$ cat src/hdl/lbrc_pkg.sv
// lbrc_pkg: shared types and constants for the landmark bounding box unit
// no dependencies; imported by every module of the block

package lbrc_pkg;

  localparam int COORD_BITS_DEF      = 16;
  localparam int SCALE_FRAC_BITS_DEF = 14;
  localparam int QUEUE_DEPTH_DEF     = 4;

  localparam int FRAME_W    = 15;
  localparam int SCALE_W    = 16;
  localparam int BOX_W      = 18;
  localparam int CFG_ADDR_W = 3;
  localparam int CFG_DATA_W = 16;
  localparam int OUT_DATA_W = 4 * BOX_W;

  localparam logic [CFG_ADDR_W-1:0] REG_FRAME_WIDTH  = 3'd0;
  localparam logic [CFG_ADDR_W-1:0] REG_FRAME_HEIGHT = 3'd1;
  localparam logic [CFG_ADDR_W-1:0] REG_SCALE_LEFT   = 3'd2;
  localparam logic [CFG_ADDR_W-1:0] REG_SCALE_TOP    = 3'd3;
  localparam logic [CFG_ADDR_W-1:0] REG_SCALE_RIGHT  = 3'd4;
  localparam logic [CFG_ADDR_W-1:0] REG_SCALE_BOTTOM = 3'd5;

  localparam logic [FRAME_W-1:0] FRAME_WIDTH_RST  = 15'd1920;
  localparam logic [FRAME_W-1:0] FRAME_HEIGHT_RST = 15'd1080;
  localparam logic [SCALE_W-1:0] SCALE_LEFT_RST   = 16'd31548;
  localparam logic [SCALE_W-1:0] SCALE_TOP_RST    = 16'd33736;
  localparam logic [SCALE_W-1:0] SCALE_RIGHT_RST  = 16'd31548;
  localparam logic [SCALE_W-1:0] SCALE_BOTTOM_RST = 16'd26357;

  typedef struct packed {
    logic [FRAME_W-1:0] frame_width;
    logic [FRAME_W-1:0] frame_height;
    logic [SCALE_W-1:0] scale_left;
    logic [SCALE_W-1:0] scale_top;
    logic [SCALE_W-1:0] scale_right;
    logic [SCALE_W-1:0] scale_bottom;
  } cfg_t;

  typedef struct packed {
    logic push;
    logic full;
  } queue_ctl_t;

endpackage

$ cat src/hdl/landmark_bbox_rescale_clamp_unit.sv
// landmark_bbox_rescale_clamp_unit: top level with configuration registers
// depends on lbrc_pkg, lbrc_front, lbrc_queue, lbrc_back

// Landmark points stream in one per cycle on the slave side, tlast marking the
// last point of a face; each face yields one rectangle (x, y, width, height) on
// the master side. The input side takes one point every cycle as long as the
// extent queue (QUEUE_DEPTH faces) has room. The box pipeline (centre, scaled size,
// edge, rounding and output registers) moves one face per cycle and stalls as a
// whole only while its output register waits on m_axis_tready. Registers are to be
// written via cfg_we_i/cfg_addr_i/cfg_wdata_i while idle; the block does not check.

module landmark_bbox_rescale_clamp_unit #(
  parameter int COORD_BITS      = lbrc_pkg::COORD_BITS_DEF,
  parameter int SCALE_FRAC_BITS = lbrc_pkg::SCALE_FRAC_BITS_DEF,
  parameter int QUEUE_DEPTH     = lbrc_pkg::QUEUE_DEPTH_DEF
) (
  input  logic                                   clk_i,
  input  logic                                   rst_ni,
  input  logic                                   s_axis_tvalid,
  output logic                                   s_axis_tready,
  // point_x, point_y
  input  logic [((2*COORD_BITS+7)/8)*8-1:0]      s_axis_tdata,
  input  logic                                   s_axis_tlast,
  output logic                                   m_axis_tvalid,
  input  logic                                   m_axis_tready,
  // box_x, box_y, box_width, box_height
  output logic [lbrc_pkg::OUT_DATA_W-1:0]        m_axis_tdata,
  input  logic                                   cfg_we_i,
  input  logic [lbrc_pkg::CFG_ADDR_W-1:0]        cfg_addr_i,
  input  logic [lbrc_pkg::CFG_DATA_W-1:0]        cfg_wdata_i
);
  import lbrc_pkg::*;

  localparam int EXT_W = 4 * COORD_BITS;

  cfg_t             cfg_q, cfg_d;
  queue_ctl_t       qctl;
  logic             q_full, q_empty, q_pop;
  logic [EXT_W-1:0] ext_wdata, ext_rdata;

  always_comb begin
    cfg_d = cfg_q;
    if (cfg_we_i) begin
      unique case (cfg_addr_i)
        REG_FRAME_WIDTH:  cfg_d.frame_width  = cfg_wdata_i[FRAME_W-1:0];
        REG_FRAME_HEIGHT: cfg_d.frame_height = cfg_wdata_i[FRAME_W-1:0];
        REG_SCALE_LEFT:   cfg_d.scale_left   = cfg_wdata_i[SCALE_W-1:0];
        REG_SCALE_TOP:    cfg_d.scale_top    = cfg_wdata_i[SCALE_W-1:0];
        REG_SCALE_RIGHT:  cfg_d.scale_right  = cfg_wdata_i[SCALE_W-1:0];
        REG_SCALE_BOTTOM: cfg_d.scale_bottom = cfg_wdata_i[SCALE_W-1:0];
        default:          cfg_d = cfg_q;
      endcase
    end
  end

  always_ff @(posedge clk_i or negedge rst_ni) begin
    if (!rst_ni) begin
      cfg_q.frame_width  <= FRAME_WIDTH_RST;
      cfg_q.frame_height <= FRAME_HEIGHT_RST;
      cfg_q.scale_left   <= SCALE_LEFT_RST;
      cfg_q.scale_top    <= SCALE_TOP_RST;
      cfg_q.scale_right  <= SCALE_RIGHT_RST;
      cfg_q.scale_bottom <= SCALE_BOTTOM_RST;
    end else begin
      cfg_q <= cfg_d;
    end
  end

  lbrc_front #(
    .COORD_BITS (COORD_BITS)
  ) u_front (
    .clk_i        (clk_i),
    .rst_ni       (rst_ni),
    .in_valid_i   (s_axis_tvalid),
    .point_x_i    (s_axis_tdata[COORD_BITS-1:0]),
    .point_y_i    (s_axis_tdata[2*COORD_BITS-1:COORD_BITS]),
    .last_point_i (s_axis_tlast),
    .in_ready_o   (s_axis_tready),
    .queue_full_i (q_full),
    .qctl_o       (qctl),
    .extent_o     (ext_wdata)
  );

  lbrc_queue #(
    .WIDTH (EXT_W),
    .DEPTH (QUEUE_DEPTH)
  ) u_queue (
    .clk_i   (clk_i),
    .rst_ni  (rst_ni),
    .qctl_i  (qctl),
    .wdata_i (ext_wdata),
    .full_o  (q_full),
    .empty_o (q_empty),
    .pop_i   (q_pop),
    .rdata_o (ext_rdata)
  );

  lbrc_back #(
    .COORD_BITS      (COORD_BITS),
    .SCALE_FRAC_BITS (SCALE_FRAC_BITS)
  ) u_back (
    .clk_i       (clk_i),
    .rst_ni      (rst_ni),
    .cfg_i       (cfg_q),
    .q_empty_i   (q_empty),
    .q_data_i    (ext_rdata),
    .q_pop_o     (q_pop),
    .out_valid_o (m_axis_tvalid),
    .out_ready_i (m_axis_tready),
    .out_data_o  (m_axis_tdata)
  );

endmodule

$ cat src/hdl/lbrc_front.sv
// lbrc_front: accepts landmark points and tracks the running min and max per face
// depends on lbrc_pkg; hands finished extents to lbrc_queue

module lbrc_front #(
  parameter int COORD_BITS = lbrc_pkg::COORD_BITS_DEF
) (
  input  logic                    clk_i,
  input  logic                    rst_ni,
  input  logic                    in_valid_i,
  input  logic [COORD_BITS-1:0]   point_x_i,
  input  logic [COORD_BITS-1:0]   point_y_i,
  input  logic                    last_point_i,
  output logic                    in_ready_o,
  input  logic                    queue_full_i,
  output lbrc_pkg::queue_ctl_t    qctl_o,
  output logic [4*COORD_BITS-1:0] extent_o   // min_x, max_x, min_y, max_y
);
  import lbrc_pkg::*;

  logic signed [COORD_BITS-1:0] min_x_q, max_x_q, min_y_q, max_y_q;
  logic signed [COORD_BITS-1:0] min_x_d, max_x_d, min_y_d, max_y_d;
  logic signed [COORD_BITS-1:0] px, py;
  logic                         first_q, first_d;
  logic                         accept;

  assign px         = $signed(point_x_i);
  assign py         = $signed(point_y_i);
  assign in_ready_o = ~queue_full_i;
  assign accept     = in_valid_i & in_ready_o;

  always_comb begin
    if (first_q) begin
      min_x_d = px;
      max_x_d = px;
      min_y_d = py;
      max_y_d = py;
    end else begin
      min_x_d = (px < min_x_q) ? px : min_x_q;
      max_x_d = (px > max_x_q) ? px : max_x_q;
      min_y_d = (py < min_y_q) ? py : min_y_q;
      max_y_d = (py > max_y_q) ? py : max_y_q;
    end
    first_d = first_q;
    if (accept) begin
      first_d = last_point_i;
    end
  end

  always_ff @(posedge clk_i or negedge rst_ni) begin
    if (!rst_ni) begin
      first_q <= 1'b1;
    end else begin
      first_q <= first_d;
    end
  end

  always_ff @(posedge clk_i) begin
    if (accept) begin
      min_x_q <= min_x_d;
      max_x_q <= max_x_d;
      min_y_q <= min_y_d;
      max_y_q <= max_y_d;
    end
  end

  assign qctl_o.push = accept & last_point_i;
  assign qctl_o.full = queue_full_i;
  assign extent_o    = {max_y_d, min_y_d, max_x_d, min_x_d};

endmodule

$ cat src/hdl/lbrc_queue.sv
// lbrc_queue: short fifo of face extents between tracker and box pipeline
// depends on lbrc_pkg

module lbrc_queue #(
  parameter int WIDTH = 4 * lbrc_pkg::COORD_BITS_DEF,
  parameter int DEPTH = lbrc_pkg::QUEUE_DEPTH_DEF
) (
  input  logic                 clk_i,
  input  logic                 rst_ni,
  input  lbrc_pkg::queue_ctl_t qctl_i,
  input  logic [WIDTH-1:0]     wdata_i,
  output logic                 full_o,
  output logic                 empty_o,
  input  logic                 pop_i,
  output logic [WIDTH-1:0]     rdata_o
);
  import lbrc_pkg::*;

  localparam int PTR_W = (DEPTH > 1) ? $clog2(DEPTH) : 1;
  localparam int CNT_W = $clog2(DEPTH + 1);

  logic [WIDTH-1:0] mem_q [DEPTH];
  logic [PTR_W-1:0] wr_ptr_q, wr_ptr_d, rd_ptr_q, rd_ptr_d;
  logic [CNT_W-1:0] cnt_q, cnt_d;
  logic             push, pop;

  assign full_o  = (cnt_q == CNT_W'(DEPTH));
  assign empty_o = (cnt_q == '0);
  assign push    = qctl_i.push & ~full_o;
  assign pop     = pop_i & ~empty_o;
  assign rdata_o = mem_q[rd_ptr_q];

  always_comb begin
    wr_ptr_d = wr_ptr_q;
    rd_ptr_d = rd_ptr_q;
    cnt_d    = cnt_q;
    if (push) begin
      wr_ptr_d = (wr_ptr_q == PTR_W'(DEPTH - 1)) ? '0 : wr_ptr_q + 1'b1;
    end
    if (pop) begin
      rd_ptr_d = (rd_ptr_q == PTR_W'(DEPTH - 1)) ? '0 : rd_ptr_q + 1'b1;
    end
    if (push && !pop) begin
      cnt_d = cnt_q + 1'b1;
    end else if (pop && !push) begin
      cnt_d = cnt_q - 1'b1;
    end
  end

  always_ff @(posedge clk_i or negedge rst_ni) begin
    if (!rst_ni) begin
      wr_ptr_q <= '0;
      rd_ptr_q <= '0;
      cnt_q    <= '0;
    end else begin
      wr_ptr_q <= wr_ptr_d;
      rd_ptr_q <= rd_ptr_d;
      cnt_q    <= cnt_d;
    end
  end

  always_ff @(posedge clk_i) begin
    if (push) begin
      mem_q[wr_ptr_q] <= wdata_i;
    end
  end

  a_no_push_when_full: assert property (@(posedge clk_i) disable iff (!rst_ni)
    !(qctl_i.push && qctl_i.full && !full_o))
    else $error("queue full flag out of step with front");

  a_no_overflow: assert property (@(posedge clk_i) disable iff (!rst_ni)
    !(qctl_i.push && full_o && !pop))
    else $error("extent pushed into full queue");

  a_count_up: assert property (@(posedge clk_i) disable iff (!rst_ni)
    (push && !pop) |=> (cnt_q == $past(cnt_q) + 1'b1))
    else $error("queue count did not advance on push");

endmodule

$ cat src/hdl/lbrc_back.sv
// lbrc_back: pipeline from face extent to clamped, normalized rectangle
// depends on lbrc_pkg; fed by lbrc_queue, drives the output register

module lbrc_back #(
  parameter int COORD_BITS      = lbrc_pkg::COORD_BITS_DEF,
  parameter int SCALE_FRAC_BITS = lbrc_pkg::SCALE_FRAC_BITS_DEF
) (
  input  logic                            clk_i,
  input  logic                            rst_ni,
  input  lbrc_pkg::cfg_t                  cfg_i,
  input  logic                            q_empty_i,
  input  logic [4*COORD_BITS-1:0]         q_data_i,
  output logic                            q_pop_o,
  output logic                            out_valid_o,
  input  logic                            out_ready_i,
  output logic [lbrc_pkg::OUT_DATA_W-1:0] out_data_o
);
  import lbrc_pkg::*;

  localparam int C    = COORD_BITS;
  localparam int F    = SCALE_FRAC_BITS;
  localparam int PW   = SCALE_W + C - 1;
  localparam int S    = ((C + F > PW + 1) ? C + F : PW + 1) + 2;
  localparam int EW   = (S - F + 2 > BOX_W) ? S - F + 2 : BOX_W;
  localparam logic [S:0] HALF = (S + 1)'(1) << (F - 1);

  function automatic logic signed [EW-1:0] round_q(input logic signed [S-1:0] v);
    logic [S-1:0]  mag;
    logic [S:0]    q;
    logic [EW-1:0] qe;
    mag = v[S-1] ? S'(-v) : S'(v);
    q   = ({1'b0, mag} + HALF) >> F;
    qe  = EW'(q);
    return v[S-1] ? $signed(-qe) : $signed(qe);
  endfunction

  logic en;
  logic v1_q, v2_q, v3_q, v4_q, out_valid_q;

  // stage 1: centre and half size
  logic signed [C-1:0] mnx, mxx, mny, mxy;
  logic signed [C:0]   sx, sy, sxa, sya, wx, wy;
  logic [C-1:0]        tm;
  logic signed [C-1:0] cx_q, cy_q;
  logic [C-2:0]        t_q;

  assign mnx = $signed(q_data_i[C-1:0]);
  assign mxx = $signed(q_data_i[2*C-1:C]);
  assign mny = $signed(q_data_i[3*C-1:2*C]);
  assign mxy = $signed(q_data_i[4*C-1:3*C]);

  always_comb begin
    sx  = {mnx[C-1], mnx} + {mxx[C-1], mxx};
    sy  = {mny[C-1], mny} + {mxy[C-1], mxy};
    sxa = sx + $signed({{C{1'b0}}, sx[C]});
    sya = sy + $signed({{C{1'b0}}, sy[C]});
    wx  = {mxx[C-1], mxx} - {mnx[C-1], mnx};
    wy  = {mxy[C-1], mxy} - {mny[C-1], mny};
    tm  = (wx[C-1:0] > wy[C-1:0]) ? wx[C-1:0] : wy[C-1:0];
  end

  // stage 2: scaled half sizes
  logic [PW-1:0]       pl_q, pt_q, pr_q, pb_q;
  logic signed [C-1:0] cx2_q, cy2_q;

  // stage 3: unrounded edges
  logic signed [S-1:0] cxs, cys;
  logic signed [S-1:0] el_q, et_q, er_q, eb_q;

  assign cxs = $signed({{(S-C-F){cx2_q[C-1]}}, cx2_q, {F{1'b0}}});
  assign cys = $signed({{(S-C-F){cy2_q[C-1]}}, cy2_q, {F{1'b0}}});

  // stage 4: rounded edges
  logic signed [EW-1:0] l_q, tp_q, r_q, b_q;

  // stage 5: clamp and normalize
  logic signed [EW-1:0] lc, tc, rc, bc, bx, by, fw, fh;
  logic signed [EW:0]   dx, dy;
  logic [EW:0]          bw, bh;
  logic [OUT_DATA_W-1:0] out_data_q;

  always_comb begin
    fw = $signed({{(EW-FRAME_W){1'b0}}, cfg_i.frame_width});
    fh = $signed({{(EW-FRAME_W){1'b0}}, cfg_i.frame_height});
    lc = l_q[EW-1]  ? '0 : l_q;
    tc = tp_q[EW-1] ? '0 : tp_q;
    rc = (r_q > fw) ? fw : r_q;
    bc = (b_q > fh) ? fh : b_q;
    bx = (lc < rc) ? lc : rc;
    by = (tc < bc) ? tc : bc;
    dx = {rc[EW-1], rc} - {lc[EW-1], lc};
    dy = {bc[EW-1], bc} - {tc[EW-1], tc};
    bw = dx[EW] ? (EW+1)'(-dx) : (EW+1)'(dx);
    bh = dy[EW] ? (EW+1)'(-dy) : (EW+1)'(dy);
  end

  assign en      = ~out_valid_q | out_ready_i;
  assign q_pop_o = en & ~q_empty_i;

  always_ff @(posedge clk_i or negedge rst_ni) begin
    if (!rst_ni) begin
      v1_q        <= 1'b0;
      v2_q        <= 1'b0;
      v3_q        <= 1'b0;
      v4_q        <= 1'b0;
      out_valid_q <= 1'b0;
    end else if (en) begin
      v1_q        <= ~q_empty_i;
      v2_q        <= v1_q;
      v3_q        <= v2_q;
      v4_q        <= v3_q;
      out_valid_q <= v4_q;
    end
  end

  always_ff @(posedge clk_i) begin
    if (en) begin
      cx_q  <= sxa[C:1];
      cy_q  <= sya[C:1];
      t_q   <= tm[C-1:1];
      pl_q  <= PW'(cfg_i.scale_left)   * PW'(t_q);
      pt_q  <= PW'(cfg_i.scale_top)    * PW'(t_q);
      pr_q  <= PW'(cfg_i.scale_right)  * PW'(t_q);
      pb_q  <= PW'(cfg_i.scale_bottom) * PW'(t_q);
      cx2_q <= cx_q;
      cy2_q <= cy_q;
      el_q  <= cxs - $signed({{(S-PW){1'b0}}, pl_q});
      et_q  <= cys - $signed({{(S-PW){1'b0}}, pt_q});
      er_q  <= cxs + $signed({{(S-PW){1'b0}}, pr_q});
      eb_q  <= cys + $signed({{(S-PW){1'b0}}, pb_q});
      l_q   <= round_q(el_q);
      tp_q  <= round_q(et_q);
      r_q   <= round_q(er_q);
      b_q   <= round_q(eb_q);
      out_data_q <= {bh[BOX_W-1:0], bw[BOX_W-1:0], by[BOX_W-1:0], bx[BOX_W-1:0]};
    end
  end

  assign out_valid_o = out_valid_q;
  assign out_data_o  = out_data_q;

  a_hold_when_stalled: assert property (@(posedge clk_i) disable iff (!rst_ni)
    (out_valid_q && !out_ready_i) |=> ($stable(v4_q) && $stable(v1_q)))
    else $error("pipeline advanced while output stalled");

  a_pop_only_when_moving: assert property (@(posedge clk_i) disable iff (!rst_ni)
    q_pop_o |-> en)
    else $error("queue popped while pipeline stalled");

  a_pop_fills_stage: assert property (@(posedge clk_i) disable iff (!rst_ni)
    q_pop_o |=> v1_q)
    else $error("popped extent lost before first stage");

endmodule

$ cat config.mk
export PLATFORM = sky130hd
export DESIGN_NAME = landmark_bbox_rescale_clamp_unit
export DESIGN_NICKNAME = d
export VERILOG_FILES = /design/src/hdl/lbrc_pkg.sv /design/src/hdl/landmark_bbox_rescale_clamp_unit.sv /design/src/hdl/lbrc_front.sv /design/src/hdl/lbrc_queue.sv /design/src/hdl/lbrc_back.sv
export SDC_FILE = /design/constraint.sdc
export NUM_CORES = 2
export LEC_CHECK = 0
export ABC_AREA = 1
export BUFFER_PORTS_ARGS = -buffer_cell sky130_fd_sc_hd__buf_2
export CAP_MARGIN = 20
export CORE_ASPECT_RATIO = 2
export CORE_MARGIN = 3
export CORE_UTILIZATION = 34
export CTS_BUF_LIST = sky130_fd_sc_hd__clkbuf_8
export CTS_CLUSTER_SIZE = 25
export DETAILED_ROUTE_END_ITERATION = 6
export PLACE_DENSITY = 0.55
export RECOVER_POWER = 50
export SLEW_MARGIN = 20
export SYNTH_ARGS = -nofsm -noshare
export SYNTH_HDL_FRONTEND = slang
export SYNTH_SLANG_ARGS = --single-unit
$ cat constraint.sdc
create_clock -name clk_i -period 32.6 [get_ports clk_i]
set_clock_uncertainty 0.1 [all_clocks]
set_input_delay 3.26 -clock clk_i [delete_from_list [all_inputs] [get_ports clk_i]]
set_output_delay 3.26 -clock clk_i [all_outputs]
set_load 0.05 [all_outputs]
==> summary.md <==
| Metric | Value |
|---|---|
| Half-perimeter wire length after detailed placement | `177000 um` |
| Cts bufs inserted | `157` |
| Kind of start point of the critical path | `input pin` |
| Source of the worst hold timing path | `u_back.cx_q[8]$_DFFE_PN_` |
| Reg2Reg Depth | `4` |
| Status | `complete, but fails checks` |
| Fraction of the yosys area taken by sequential cells | `0.326` |
| Chip height | `707 um` |
| Cell types with the largest area share after synthesis | `sky130_fd_sc_hd__edfxtp_1 (29%), sky130_fd_sc_hd__fa_1 (17%), sky130_fd_sc_hd__nand2_1 (11%)` |
| Number of remaining DRC errors | `1` |
| Hold-critical path depth | `0` |
| Number of iterations in the first detailed-routing pass | `7` |
| Maximum net fanout on the critical path | `190` |
| Final wirelength | `around 230000 um` |
| Failing checks | `DRC, capacitance limit, slew limit` |
| Final Hold Vio Count | `0` |
| Critical register-to-register path startpoint | `u_back.out_valid_o$_DFFE_PN0N_` |
| DIE WIDTH | `356 um` |
| Post-DR vias/cell | `4.82` |
| Reg-to-reg critical path endpoint | `u_back.er_q[9]$_DFFE_PN_` |
| Fin area | `between 0.09 and 0.1 mm2` |
| Row count | `between 200 and 300` |
| Register-to-register setup slack | `about 21 ns` |
| Net count after synthesis | `11100` |
| Proportion of synthesized flip-flops having asynchronous set or reset | `0.116` |
| Global-route wire length before repair | `357000 um` |
| Number of vias in the routed layout | `62700` |
| Setup slack at placement | `24.99 ns` |
| Proportion of layout cells with a drive suffix above 1 | `0.0558` |
| Setup repair after global routing missed its margin | `false` |
| Synth Cell Area | `0.0835 mm2` |
| Achievable Freq | `73.5 MHz` |
| Signed area change from the synthesized netlist to the final layout | `8.12%` |
| Most area-hungry cell type in the Yosys netlist | `sky130_fd_sc_hd__edfxtp_1` |
| Global router's overall resource usage | `0.181` |
| Syn_area_per_cell | `8.62 um2` |
| Total I/O pin count | `131` |
| Overall die area | `0.252 mm2` |
| Routability cong. | `around 0.9` |
| Top cell type's share of synthesized area | `0.293` |
| Post-placement cell area | `just under 0.09 mm2` |
| Initial antenna violation count | `10` |
| Kind of critical path | `input pin to register` |
| Clock tree from TritonCTS | `built` |
| Total of cells resized after clock tree synthesis | `0` |
| Final net count | `11100` |
| Required time of the critical path | `32.65 ns` |
| Clock root buffer | `sky130_fd_sc_hd__clkbuf_8` |
| Arrival time at the worst endpoint | `13.66 ns` |
| Max-cap viol count | `11` |
| Transition time of the tightest slew-check pin | `9.69 ns` |
| PortBufs | `between 100 and 150` |
| Most frequent cell after synthesis | `sky130_fd_sc_hd__nand2_1` |
| Final routed wire length divided by cell count | `~18 um` |
| Slew Viols, Final | `about 750` |
| Setup bufs post-CTS | `0` |
| Core outline area | `between 0.2 and 0.25 mm2` |
| CTS Sinks | `922` |
| Most instantiated cells after synthesis | `sky130_fd_sc_hd__nand2_1 (2424), sky130_fd_sc_hd__inv_1 (2039), sky130_fd_sc_hd__edfxtp_1 (815)` |
| Post-Syn Instances | `9678` |
| Type of destination of the critical path | `register` |
| Min Hold Slack | `0.291 ns` |
| Hold_buf cts | `0` |
| Setup TNS | `0 ns` |
| Share of the clock period used by the worst path | `0.418` |
| Detail Route Antenna Nets | `0` |
| First DRT Iteration DRCs | `2907` |
| Clock buffer depth | `4` |
| Number of synthesized flops with an enable pin | `about 800` |
| Worst rel slew slack | `-5.46` |
| Hold crit path type | `register to register` |
| Cell variety after synth | `79` |
| H-tree depth | `4` |
| Maximum number of pins on one net before global-route repair | `191` |
| Vias in the first global route | `66700` |
| Yosys warnings | `0` |
| WHS Endpoint | `u_back.cx2_q[8]$_DFFE_PN_` |
| Dominant register cell in the synthesized netlist | `sky130_fd_sc_hd__edfxtp_1` |
| Clock latency of the later-clocked register in the worst-skew pair | `0.93 ns` |
| Overflow after GRT | `0` |
| Flops & latches, synth | `922` |
| Worst-path clk slew | `0.06 ns` |
| Starting density of the core | `0.342` |
| Worst Slack Setup Final | `18.99 ns` |
| Post-layout min period | `13.61 ns` |
| Finish-stage setup viols | `0` |
## per-layer routing
layer | wire length [um] | up-vias | track usage
met4 | 15300 | 0 | 0.108
li1 | - | 30200 | -
met3 | 7530 | 601 | 0.0200
met5 | 0 | - | 0
met1 | 77900 | 30600 | 0.176
met2 | 127000 | 1283 | 0.361
## critical path, cell delays in order
cell and delay [ns]:
sky130_fd_sc_hd__buf_2 0.07, sky130_fd_sc_hd__nor2_1 0.10, sky130_fd_sc_hd__clkinvlp_2 2.87, sky130_fd_sc_hd__clkbuf_1 6.91
## stage by stage
stage	cells	util
floorplan	9678	-
CTS	13000	0.371
detailed placement	12700	0.358
global route	13000	0.370
global placement	12700	0.358
finish	13000	0.370
## flip-flops by register name (all words and copies together), names as in the netlist, 22 cells and up
signal and cells:
cfg_q 94, u_back.b_q 22, u_back.eb_q 33, u_back.el_q 33, u_back.er_q 33, u_back.et_q 33
u_back.l_q 22, u_back.out_data_o 72, u_back.pb_q 31, u_back.pl_q 31, u_back.pr_q 31, u_back.pt_q 31
u_back.r_q 22, u_back.tp_q 22, u_queue.mem_q 256
## area by class of cell
type                    count  area, um2
fillers                 24700     154000
multi-input cells        6342      47000
flip-flops and latches    922      27200
inverters                2054       7710
well taps                3225       4040
clock buffers             165       2270
repair buffers            181        996
clock inverters           109        953
diodes                      3       7.51
## cells in the final DEF, fill, tap and decap left out, types with 25 or more instances in the layout
cell type	count
sky130_fd_sc_hd__nand2_1	2428
sky130_fd_sc_hd__a32oi_1	31
sky130_fd_sc_hd__o22ai_1	33
sky130_fd_sc_hd__edfxtp_1	815
sky130_fd_sc_hd__nor3_1	54
sky130_fd_sc_hd__nor4_1	25
sky130_fd_sc_hd__o21ai_0	430
sky130_fd_sc_hd__xnor2_1	132
sky130_fd_sc_hd__ha_1	682
sky130_fd_sc_hd__dfstp_2	45
sky130_fd_sc_hd__clkinv_1	33
sky130_fd_sc_hd__a21oi_1	343
sky130_fd_sc_hd__fa_1	729
sky130_fd_sc_hd__buf_2	127
sky130_fd_sc_hd__xor2_1	294
sky130_fd_sc_hd__dfrtp_1	61
sky130_fd_sc_hd__buf_4	38
sky130_fd_sc_hd__nand4_1	94
sky130_fd_sc_hd__nand3_1	285
sky130_fd_sc_hd__nor2_1	471
sky130_fd_sc_hd__inv_1	2064
sky130_fd_sc_hd__clkbuf_8	165
## logic make-up (layout without fill, tap and decap cells)
family	after synthesis	in the layout	share of synthesized area
and+or+nand+nor	3468	3468	0.171
DFF	922	922	0.326
buffers and inverters	2414	2509	0.109
adders and majority gates	1411	1411	0.277
other	0	3	0
xor gates and xnor gates	436	436	0.0467
AOI/OAI and AO/OA	1027	1027	0.0696
## worst max-delay path by stage
| stage | from | end | slack, ns | depth (start not counted) |
|---|---|---|---|---|
| global route | m_axis_tready | u_back.er_q[9]$_DFFE_PN_ | 17.92 | 4 |
| floorplan | m_axis_tready | u_back.v1_q$_DFFE_PN0N_ | 18.65 | 3 |
| finish | m_axis_tready | u_back.er_q[9]$_DFFE_PN_ | 18.99 | 4 |
| CTS | u_back.t_q[0]$_DFFE_PN_ | u_back.pr_q[29]$_DFFE_PN_ | 24.98 | 21 |
| global placement | u_back.t_q[0]$_DFFE_PN_ | u_back.pr_q[29]$_DFFE_PN_ | 25.03 | 21 |
| detailed placement | u_back.t_q[0]$_DFFE_PN_ | u_back.pr_q[29]$_DFFE_PN_ | 24.99 | 21 |
Power is left out: the tool's default activity adds up to more than one toggle a clock period on the data nets, which glitch-free logic cannot reach.
